[src/rtl/core/mvfb_pkg.sv]
// Shared types, constants and CRC function for the MAVLink v2 frame builder.
`default_nettype none
package mvfb_pkg;

  localparam logic [7:0]  STX_BYTE = 8'hFD;
  localparam logic [15:0] CRC_SEED = 16'hFFFF;
  localparam int          HDR_LEN  = 10;
  localparam int          HDR_IDX_W = $clog2(HDR_LEN);

  localparam logic [1:0] ACT_START   = 2'd0;
  localparam logic [1:0] ACT_PAYLOAD = 2'd1;
  localparam logic [1:0] ACT_FINISH  = 2'd2;

  localparam logic [7:0] REG_SYSTEM_ID    = 8'd0;
  localparam logic [7:0] REG_COMPONENT_ID = 8'd1;

  localparam logic [7:0] SYSTEM_ID_RESET    = 8'd1;
  localparam logic [7:0] COMPONENT_ID_RESET = 8'd1;

  localparam int CMDQ_DEPTH = 4;
  localparam int CMDQ_PTR_W = $clog2(CMDQ_DEPTH);

  // arg carries data_byte, msg_len or msg_extra depending on action
  typedef struct packed {
    logic [1:0]  action;
    logic [7:0]  arg;
    logic [23:0] msg_id;
    logic [7:0]  seq;
  } cmd_t;

  // CRC-16/MCRF4XX, one byte
  function automatic logic [15:0] crc_step(input logic [15:0] crc, input logic [7:0] b);
    logic [7:0] t;
    t = b ^ crc[7:0];
    t = t ^ {t[3:0], 4'b0000};
    return {8'h00, crc[15:8]} ^ {t, 8'h00} ^ {5'b00000, t, 3'b000} ^ {12'h000, t[7:4]};
  endfunction

endpackage
`default_nettype wire

[src/rtl/core/mvfb_front.sv]
// Front end: accepts items, drops unused codes, stamps the sequence number.
`default_nettype none
module mvfb_front (
  input  wire logic          clk,
  input  wire logic          rst,
  input  wire logic          push,
  input  wire logic          q_full,
  input  wire logic [1:0]    action,
  input  wire logic [7:0]    data_byte,
  input  wire logic [23:0]   msg_id,
  input  wire logic [7:0]    msg_len,
  input  wire logic [7:0]    msg_extra,
  output logic               q_wr,
  output mvfb_pkg::cmd_t     q_cmd
);

  logic [7:0] seq;
  logic       accept;

  assign accept = push && !q_full;

  always_comb begin
    q_wr        = 1'b0;
    q_cmd.action = action;
    q_cmd.msg_id = msg_id;
    q_cmd.seq    = seq;
    q_cmd.arg    = data_byte;
    case (action)
      mvfb_pkg::ACT_START: begin
        q_wr      = accept;
        q_cmd.arg = msg_len;
      end
      mvfb_pkg::ACT_PAYLOAD: begin
        q_wr      = accept;
        q_cmd.arg = data_byte;
      end
      mvfb_pkg::ACT_FINISH: begin
        q_wr      = accept;
        q_cmd.arg = msg_extra;
      end
      default: begin
        q_wr = 1'b0;  // unused code: item taken, nothing queued
      end
    endcase
  end

  always_ff @(posedge clk) begin
    if (rst) begin
      seq <= 8'd0;
    end else if (accept && action == mvfb_pkg::ACT_START) begin
      seq <= seq + 8'd1;
    end
  end

endmodule
`default_nettype wire

[src/rtl/core/mvfb_cmdq.sv]
// Short command queue between front and back ends.
`default_nettype none
module mvfb_cmdq (
  input  wire logic          clk,
  input  wire logic          rst,
  input  wire logic          wr,
  input  wire mvfb_pkg::cmd_t wr_cmd,
  output logic               full,
  input  wire logic          rd,
  output mvfb_pkg::cmd_t     rd_cmd,
  output logic               not_empty
);

  mvfb_pkg::cmd_t entries [mvfb_pkg::CMDQ_DEPTH];
  logic [mvfb_pkg::CMDQ_PTR_W-1:0] wr_ptr;
  logic [mvfb_pkg::CMDQ_PTR_W-1:0] rd_ptr;
  logic [mvfb_pkg::CMDQ_PTR_W:0]   count;
  logic do_wr;
  logic do_rd;

  assign full      = (count == (mvfb_pkg::CMDQ_PTR_W+1)'(mvfb_pkg::CMDQ_DEPTH));
  assign not_empty = (count != '0);
  assign do_wr     = wr && !full;
  assign do_rd     = rd && not_empty;
  assign rd_cmd    = entries[rd_ptr];

  always_ff @(posedge clk) begin
    if (do_wr) begin
      entries[wr_ptr] <= wr_cmd;
    end
  end

  always_ff @(posedge clk) begin
    if (rst) begin
      wr_ptr <= '0;
      rd_ptr <= '0;
      count  <= '0;
    end else begin
      if (do_wr) begin
        wr_ptr <= wr_ptr + 1'b1;
      end
      if (do_rd) begin
        rd_ptr <= rd_ptr + 1'b1;
      end
      if (do_wr && !do_rd) begin
        count <= count + 1'b1;
      end else if (do_rd && !do_wr) begin
        count <= count - 1'b1;
      end
    end
  end

endmodule
`default_nettype wire

[src/rtl/core/mvfb_back.sv]
// Back end: expands commands into frame bytes, runs the CRC, holds the output register.
`default_nettype none
module mvfb_back (
  input  wire logic          clk,
  input  wire logic          rst,
  input  wire logic          cfg_wr,
  input  wire logic [7:0]    cfg_index,
  input  wire logic [7:0]    cfg_data,
  input  wire logic          q_valid,
  input  wire mvfb_pkg::cmd_t q_cmd,
  output logic               q_rd,
  output logic               empty,
  input  wire logic          pop,
  output logic [7:0]         frame_byte,
  output logic               last_of_run,
  output logic               frame_end
);

  logic [7:0]  system_id;
  logic [7:0]  component_id;
  logic [15:0] running_crc;
  logic [15:0] running_crc_next;
  logic [mvfb_pkg::HDR_IDX_W-1:0] idx;
  logic [mvfb_pkg::HDR_IDX_W-1:0] idx_next;
  logic        out_valid;
  logic        out_ready;
  logic        step;
  logic [7:0]  byte_next;
  logic        last_next;
  logic        end_next;
  logic [7:0]  hdr_byte;
  logic [15:0] fin_crc;
  logic        hdr_last;

  assign out_ready = !out_valid || pop;
  assign step      = q_valid && out_ready;
  assign empty     = !out_valid;
  assign hdr_last  = (idx == mvfb_pkg::HDR_IDX_W'(mvfb_pkg::HDR_LEN - 1));
  assign fin_crc   = mvfb_pkg::crc_step(running_crc, q_cmd.arg);

  always_comb begin
    case (idx)
      4'd0:    hdr_byte = mvfb_pkg::STX_BYTE;
      4'd1:    hdr_byte = q_cmd.arg;
      4'd2:    hdr_byte = 8'h00;
      4'd3:    hdr_byte = 8'h00;
      4'd4:    hdr_byte = q_cmd.seq;
      4'd5:    hdr_byte = system_id;
      4'd6:    hdr_byte = component_id;
      4'd7:    hdr_byte = q_cmd.msg_id[7:0];
      4'd8:    hdr_byte = q_cmd.msg_id[15:8];
      4'd9:    hdr_byte = q_cmd.msg_id[23:16];
      default: hdr_byte = 8'h00;
    endcase
  end

  always_comb begin
    byte_next        = q_cmd.arg;
    last_next        = 1'b1;
    end_next         = 1'b0;
    q_rd             = 1'b0;
    idx_next         = idx;
    running_crc_next = running_crc;
    case (q_cmd.action)
      mvfb_pkg::ACT_START: begin
        byte_next = hdr_byte;
        last_next = hdr_last;
        // STX is not covered by the CRC; it reseeds instead
        running_crc_next = (idx == '0) ? mvfb_pkg::CRC_SEED
                                       : mvfb_pkg::crc_step(running_crc, hdr_byte);
        if (hdr_last) begin
          q_rd     = step;
          idx_next = '0;
        end else begin
          idx_next = idx + 1'b1;
        end
      end
      mvfb_pkg::ACT_PAYLOAD: begin
        byte_next        = q_cmd.arg;
        running_crc_next = mvfb_pkg::crc_step(running_crc, q_cmd.arg);
        q_rd             = step;
      end
      mvfb_pkg::ACT_FINISH: begin
        if (idx == '0) begin
          byte_next        = fin_crc[7:0];
          last_next        = 1'b0;
          running_crc_next = fin_crc;
          idx_next         = idx + 1'b1;
        end else begin
          byte_next        = running_crc[15:8];
          end_next         = 1'b1;
          running_crc_next = mvfb_pkg::CRC_SEED;
          idx_next         = '0;
          q_rd             = step;
        end
      end
      default: begin
        q_rd = step;  // never queued; drain if seen
      end
    endcase
  end

  always_ff @(posedge clk) begin
    if (rst) begin
      system_id    <= mvfb_pkg::SYSTEM_ID_RESET;
      component_id <= mvfb_pkg::COMPONENT_ID_RESET;
    end else if (cfg_wr) begin
      if (cfg_index == mvfb_pkg::REG_SYSTEM_ID) begin
        system_id <= cfg_data;
      end else if (cfg_index == mvfb_pkg::REG_COMPONENT_ID) begin
        component_id <= cfg_data;
      end
    end
  end

  always_ff @(posedge clk) begin
    if (rst) begin
      running_crc <= mvfb_pkg::CRC_SEED;
      idx         <= '0;
      out_valid   <= 1'b0;
    end else begin
      if (step) begin
        running_crc <= running_crc_next;
        idx         <= idx_next;
      end
      if (out_ready) begin
        out_valid <= step;
      end
    end
  end

  always_ff @(posedge clk) begin
    if (step) begin
      frame_byte  <= byte_next;
      last_of_run <= last_next;
      frame_end   <= end_next;
    end
  end

endmodule
`default_nettype wire

[src/rtl/core/mavlink_v2_frame_builder_top.sv]
// An item's first byte goes through the command queue, then the output register.
// One result byte per cycle while the receiver pops; payload items sustain one
// per cycle, a start item expands to ten header bytes and a finish to two.
// A four-entry command queue lets the input side run ahead of the byte sequencer.
// Reset (rst, synchronous, active high) empties the queue and output register,
// clears the sequence number, sets the CRC to 0xFFFF and both id registers to 1.
`default_nettype none
module mavlink_v2_frame_builder_top (
  input  wire logic        clk,
  input  wire logic        rst,
  input  wire logic        cfg_valid,
  output logic             cfg_ready,
  input  wire logic [7:0]  cfg_index,
  input  wire logic [7:0]  cfg_data,
  input  wire logic        push,
  output logic             full,
  input  wire logic [1:0]  action,
  input  wire logic [7:0]  data_byte,
  input  wire logic [23:0] msg_id,
  input  wire logic [7:0]  msg_len,
  input  wire logic [7:0]  msg_extra,
  output logic             empty,
  input  wire logic        pop,
  output logic [7:0]       frame_byte,
  output logic             last_of_run,
  output logic             frame_end
);

  logic           q_wr;
  mvfb_pkg::cmd_t q_wr_cmd;
  logic           q_rd;
  mvfb_pkg::cmd_t q_rd_cmd;
  logic           q_valid;

  assign cfg_ready = 1'b1;

  mvfb_front u_front (
    .clk         (clk),
    .rst         (rst),
    .push        (push),
    .q_full      (full),
    .action      (action),
    .data_byte   (data_byte),
    .msg_id      (msg_id),
    .msg_len     (msg_len),
    .msg_extra   (msg_extra),
    .q_wr        (q_wr),
    .q_cmd       (q_wr_cmd)
  );

  mvfb_cmdq u_cmdq (
    .clk       (clk),
    .rst       (rst),
    .wr        (q_wr),
    .wr_cmd    (q_wr_cmd),
    .full      (full),
    .rd        (q_rd),
    .rd_cmd    (q_rd_cmd),
    .not_empty (q_valid)
  );

  mvfb_back u_back (
    .clk         (clk),
    .rst         (rst),
    .cfg_wr      (cfg_valid && cfg_ready),
    .cfg_index   (cfg_index),
    .cfg_data    (cfg_data),
    .q_valid     (q_valid),
    .q_cmd       (q_rd_cmd),
    .q_rd        (q_rd),
    .empty       (empty),
    .pop         (pop),
    .frame_byte  (frame_byte),
    .last_of_run (last_of_run),
    .frame_end   (frame_end)
  );

endmodule
`default_nettype wire

[config.mk]
export PLATFORM = sky130hd
export DESIGN_NAME = mavlink_v2_frame_builder_top
export DESIGN_NICKNAME = d
export VERILOG_FILES = /design/src/rtl/core/mvfb_pkg.sv /design/src/rtl/core/mvfb_front.sv /design/src/rtl/core/mvfb_cmdq.sv /design/src/rtl/core/mvfb_back.sv /design/src/rtl/core/mavlink_v2_frame_builder_top.sv
export SDC_FILE = /design/constraint.sdc
export NUM_CORES = 1
export LEC_CHECK = 0
export ABC_AREA = 1
export BUFFER_PORTS_ARGS = -buffer_cell sky130_fd_sc_hd__buf_2
export CORE_UTILIZATION = 60
export CTS_CLUSTER_DIAMETER = 30
export DETAILED_ROUTE_END_ITERATION = 10
export GPL_TIMING_DRIVEN = 0
export HOLD_SLACK_MARGIN = 0.15
export PLACE_DENSITY = 0.87
export SLEW_MARGIN = 5
export SYNTH_ARGS = -nofsm -noshare
export SYNTH_HDL_FRONTEND = slang
export SYNTH_SLANG_ARGS = --single-unit
[constraint.sdc]
create_clock -name clk -period 4.4 [get_ports clk]
set_input_delay 0.22 -clock clk [delete_from_list [all_inputs] [get_ports clk]]
set_output_delay 0.22 -clock clk [all_outputs]
set_load 0.05 [all_outputs]
==> out/results.tsv <==
stage	metric	value	unit
synth	register area share after synthesis	0.582	
route	DRC	0	
route	DR WL/cell	19.7	um
status	outcome	completed	
timing	Final Skew	0.0209	ns
setup_path	crit path max fanout	10	
layout	commonest non-fill, non-tap cell in the layout	nand2_1	
layout	Finished Core Util	0.756	
hold_path	hold depth	3	
setup_path	slack of the worst reg-to-reg path	0.16	ns
synth	Post-Synthesis Cell Area	11000	um2
timing	FMAX	236	MHz
clock_tree	Root Driver	clkbuf_16	
placed_design	Port Buffers	81	
timing	Slew @ Worst Pin	1.28	ns
layout	multi-input logic area	3900	um2
setup_path	critical path class	reg -> reg	
route	antenna viol nets, final	0	
layout	Final Net Count	1491	
global_route	first-pass GRT wire length	49.4	mm
synth	post-synthesis cell count	1227	
synth	largest family of logic cells by synthesized area	simple AND/OR/NAND/NOR gates	
placed_design	Routability Congestion	0.939	
layout	final non-filler cell total	1661	
placed_design	Setup Slack @ Placement	0.390	ns
setup_path	Worst EP arrival	4.68	ns
clock_tree	clk sinks	232	
clock_tree	post-cts repair resize count	0	
floorplanning	Core ar.	18000	um2
timing	RSZ-0062 raised after global routing	no	
power	Max IR drop VDD	489	uV
layout	layout cells sized above 1	0.138	
placed_design	placed cell count	1542	
route	Vias	9958	
floorplanning	I/O pin cnt	84	
timing	Final Hold Vio Count	0	
floorplanning	die extent in x	138	um
route	final WL	32.7	mm
clock_tree	TritonCTS clock tree	built	
synth	Mean Syn Cell Area	9.00	um2
timing	Finish-stage setup viols	0	
clock_tree	clock tree buffer depth	3	
layout	number of fillers in the final layout	1097	
setup_path	R2R cell count	20	
power	total power	10400	uW
setup_path	Crit. End Element	flip-flop	
synth	Post-Synth XOR/XNOR Area	0.0253	
setup_path	Data required, critical path	4.84	ns
timing	final worst-path cycle share	0.963	
layout	commonest cells after routing, fill and taps aside	nand2_1 (399), edfxtp_1 (178), inv_1 (131), nand3_1 (126), buf_2 (101)	
synth	Synth Area in Simple Gates	0.232	
layout	synth-to-layout area growth	23.5	%
clock_tree	Post CTS Setup Buffer Count	0	
power	Pleak	0.00585	uW
flow_run	Max-cap violations	0	
layout	Ant. Diodes	0	
global_route	total gr overflow	0	
clock_tree	clock slew at reported path FFs	0.06	ns
synth	Seq cells post-synth	232	
floorplanning	die footprint	18900	um2
power	power density over cell area	760	nW/um2
global_route	vias in the first global route	9509	
clock_tree	Clock Latency Late Sink	0.52	ns
route	1st-pass router iterations	6	
synth	post-synthesis mux area share	0	
floorplanning	initial core utilization	0.612	
synth	Mapped Nets	1314	
setup_path	startpoint types	flip-flop	
global_route	largest net degree at the start of global routing	28	
timing	count of pins over their slew limit	0	
placed_design	post-DP HPWL	19.6	mm
clock_tree	Post-CTS Hold Buffers	52	
floorplanning	Die Height	138	um
synth	library cells used by synthesis	42	
route	vias per std cell	6.00	
global_route	initial antenna violation count	0	
hold_path	worst hold path class	in -> reg	
layout	register area	6430	um2
synth	Post-Synth Adder-Cell Area	0.0188	
clock_tree	# H-tree levels	2	
synth	yosys synthesis warning count	0	
floorplanning	FP Rows	49	
synth	Compound-Gate Fraction of Synth Area	0.0733	
timing	final worst path period need	4.24	ns
route	DRT iter0 DRCs	1382	
timing	slew margin rel.	0.142	
global_route	global-route usage over all layers	0.355	
timing	final worst slack	0.164	ns
clock_tree	Num CTS Buffers	37	
logic make-up after synthesis:
logic type	Yosys count
flip-flops	232
adder cells (fa/ha/maj)	16
XOR/XNOR	25
AO/OA/AOI/OAI	145
other	1
buffers and inverters	184
AND/OR/NAND/NOR	624
sequential cells by signal, indices dropped and copies added (netlist names), 2 cells and up, named ones only:
name and count:
u_cmdq.entries 168, u_back.running_crc 16, u_back.component_id 8, u_back.frame_byte 8, u_back.system_id 8, u_front.seq 8, u_back.idx 4, u_cmdq.count 3
u_cmdq.rd_ptr 2, u_cmdq.wr_ptr 2
worst max-delay path: stages (launching register included):
cell	delay, ns
dfxtp_1	0.39
buf_4	0.22
buf_2	0.25
nand2_1	0.08
a32oi_1	0.44
inv_1	0.14
ha_1	0.21
clkbuf_1	0.26
inv_1	0.27
nor2_1	0.13
inv_1	0.22
nand3_1	0.18
nand2_1	0.22
ha_1	0.18
inv_1	0.08
fa_1	0.46
nor2_1	0.11
nor2_1	0.04
nand2_1	0.07
o21ai_0	0.07
a21oi_1	0.13
layout make-up:
cell class	count	area share
Buffer	47	0.0173
Clock buffer	41	0.0722
Clock inverter	26	0.0189
Inverter	137	0.0377
Sequential cell	232	0.472
Tap cell	229	0.0210
Timing Repair Buffer	138	0.0752
Multi-Input combinational cell	811	0.286
metrics by stage:
| step | hold slack (ns) | instance area [um2] | TNS (ns) |
|---|---|---|---|
| 2_1_floorplan | 0.319 | 11000 | 0 |
| 3_3_place_gp | 0.433 | 11700 | -2.55 |
| 3_5_place_dp | 0.439 | 11900 | 0 |
| 4_1_cts | 0.155 | 13600 | 0 |
| 5_1_grt | 0.185 | 13600 | 0 |
| 6_report | 0.188 | 13600 | 0 |
Yosys cell counts (all sizes together):
master,instances,area (um2)
nand2,400,1500
edfxtp,178,5350
inv,135,507
nand3,126,631
nor2,78,295
o21ai,62,310
dfxtp,54,1080
a21oi,51,255
buf,29,168
clkbuf,18,67.6
xor2,18,188
ha,15,188
a211oi,11,82.6
nor3,9,61.3
o211ai,7,52.6
xnor2,7,91.3
nand4,4,25.0
o2111ai,4,35.0
nor4,3,18.8
o22ai,3,18.8
a31oi,2,12.5
a32oi,2,17.5
and3,2,12.5
clkinv,2,7.51
a41oi,1,8.76
conb,1,3.75
fa,1,20.0
nor3b,1,7.51
o21a,1,7.51
o221ai,1,8.76
or4,1,7.51
worst paths after layout:
check                                   start                               end
max                                 flip-flop      u_cmdq.count[2]$_SDFFE_PP0P_
min                              data_byte[7]   u_cmdq.entries[1][39]$_DFFE_PP_
max reg2reg                         flip-flop      u_cmdq.count[2]$_SDFFE_PP0P_
min reg2reg  u_back.system_id[5]$_SDFFE_PP0P_  u_back.system_id[5]$_SDFFE_PP0P_
layer usage:
layer  routed length (um)  track usage  vias to the layer above
met2                15300        0.571                      813
met4                 2110        0.231                        0
met5                    0            0                        -
met1                11500        0.435                     4542
met3                 3780       0.0721                      176
li1                     -            -                     4427
report_power, final:
group          total (uW)  leakage, uW  switching [uW]  internal [uW]
Clock                2890     0.000606            1070           1810
Sequential           2830      0.00209             146           2680
Combinational        4640      0.00316            3250           1390
No activity file was read; power rests on OpenSTA's default activity.
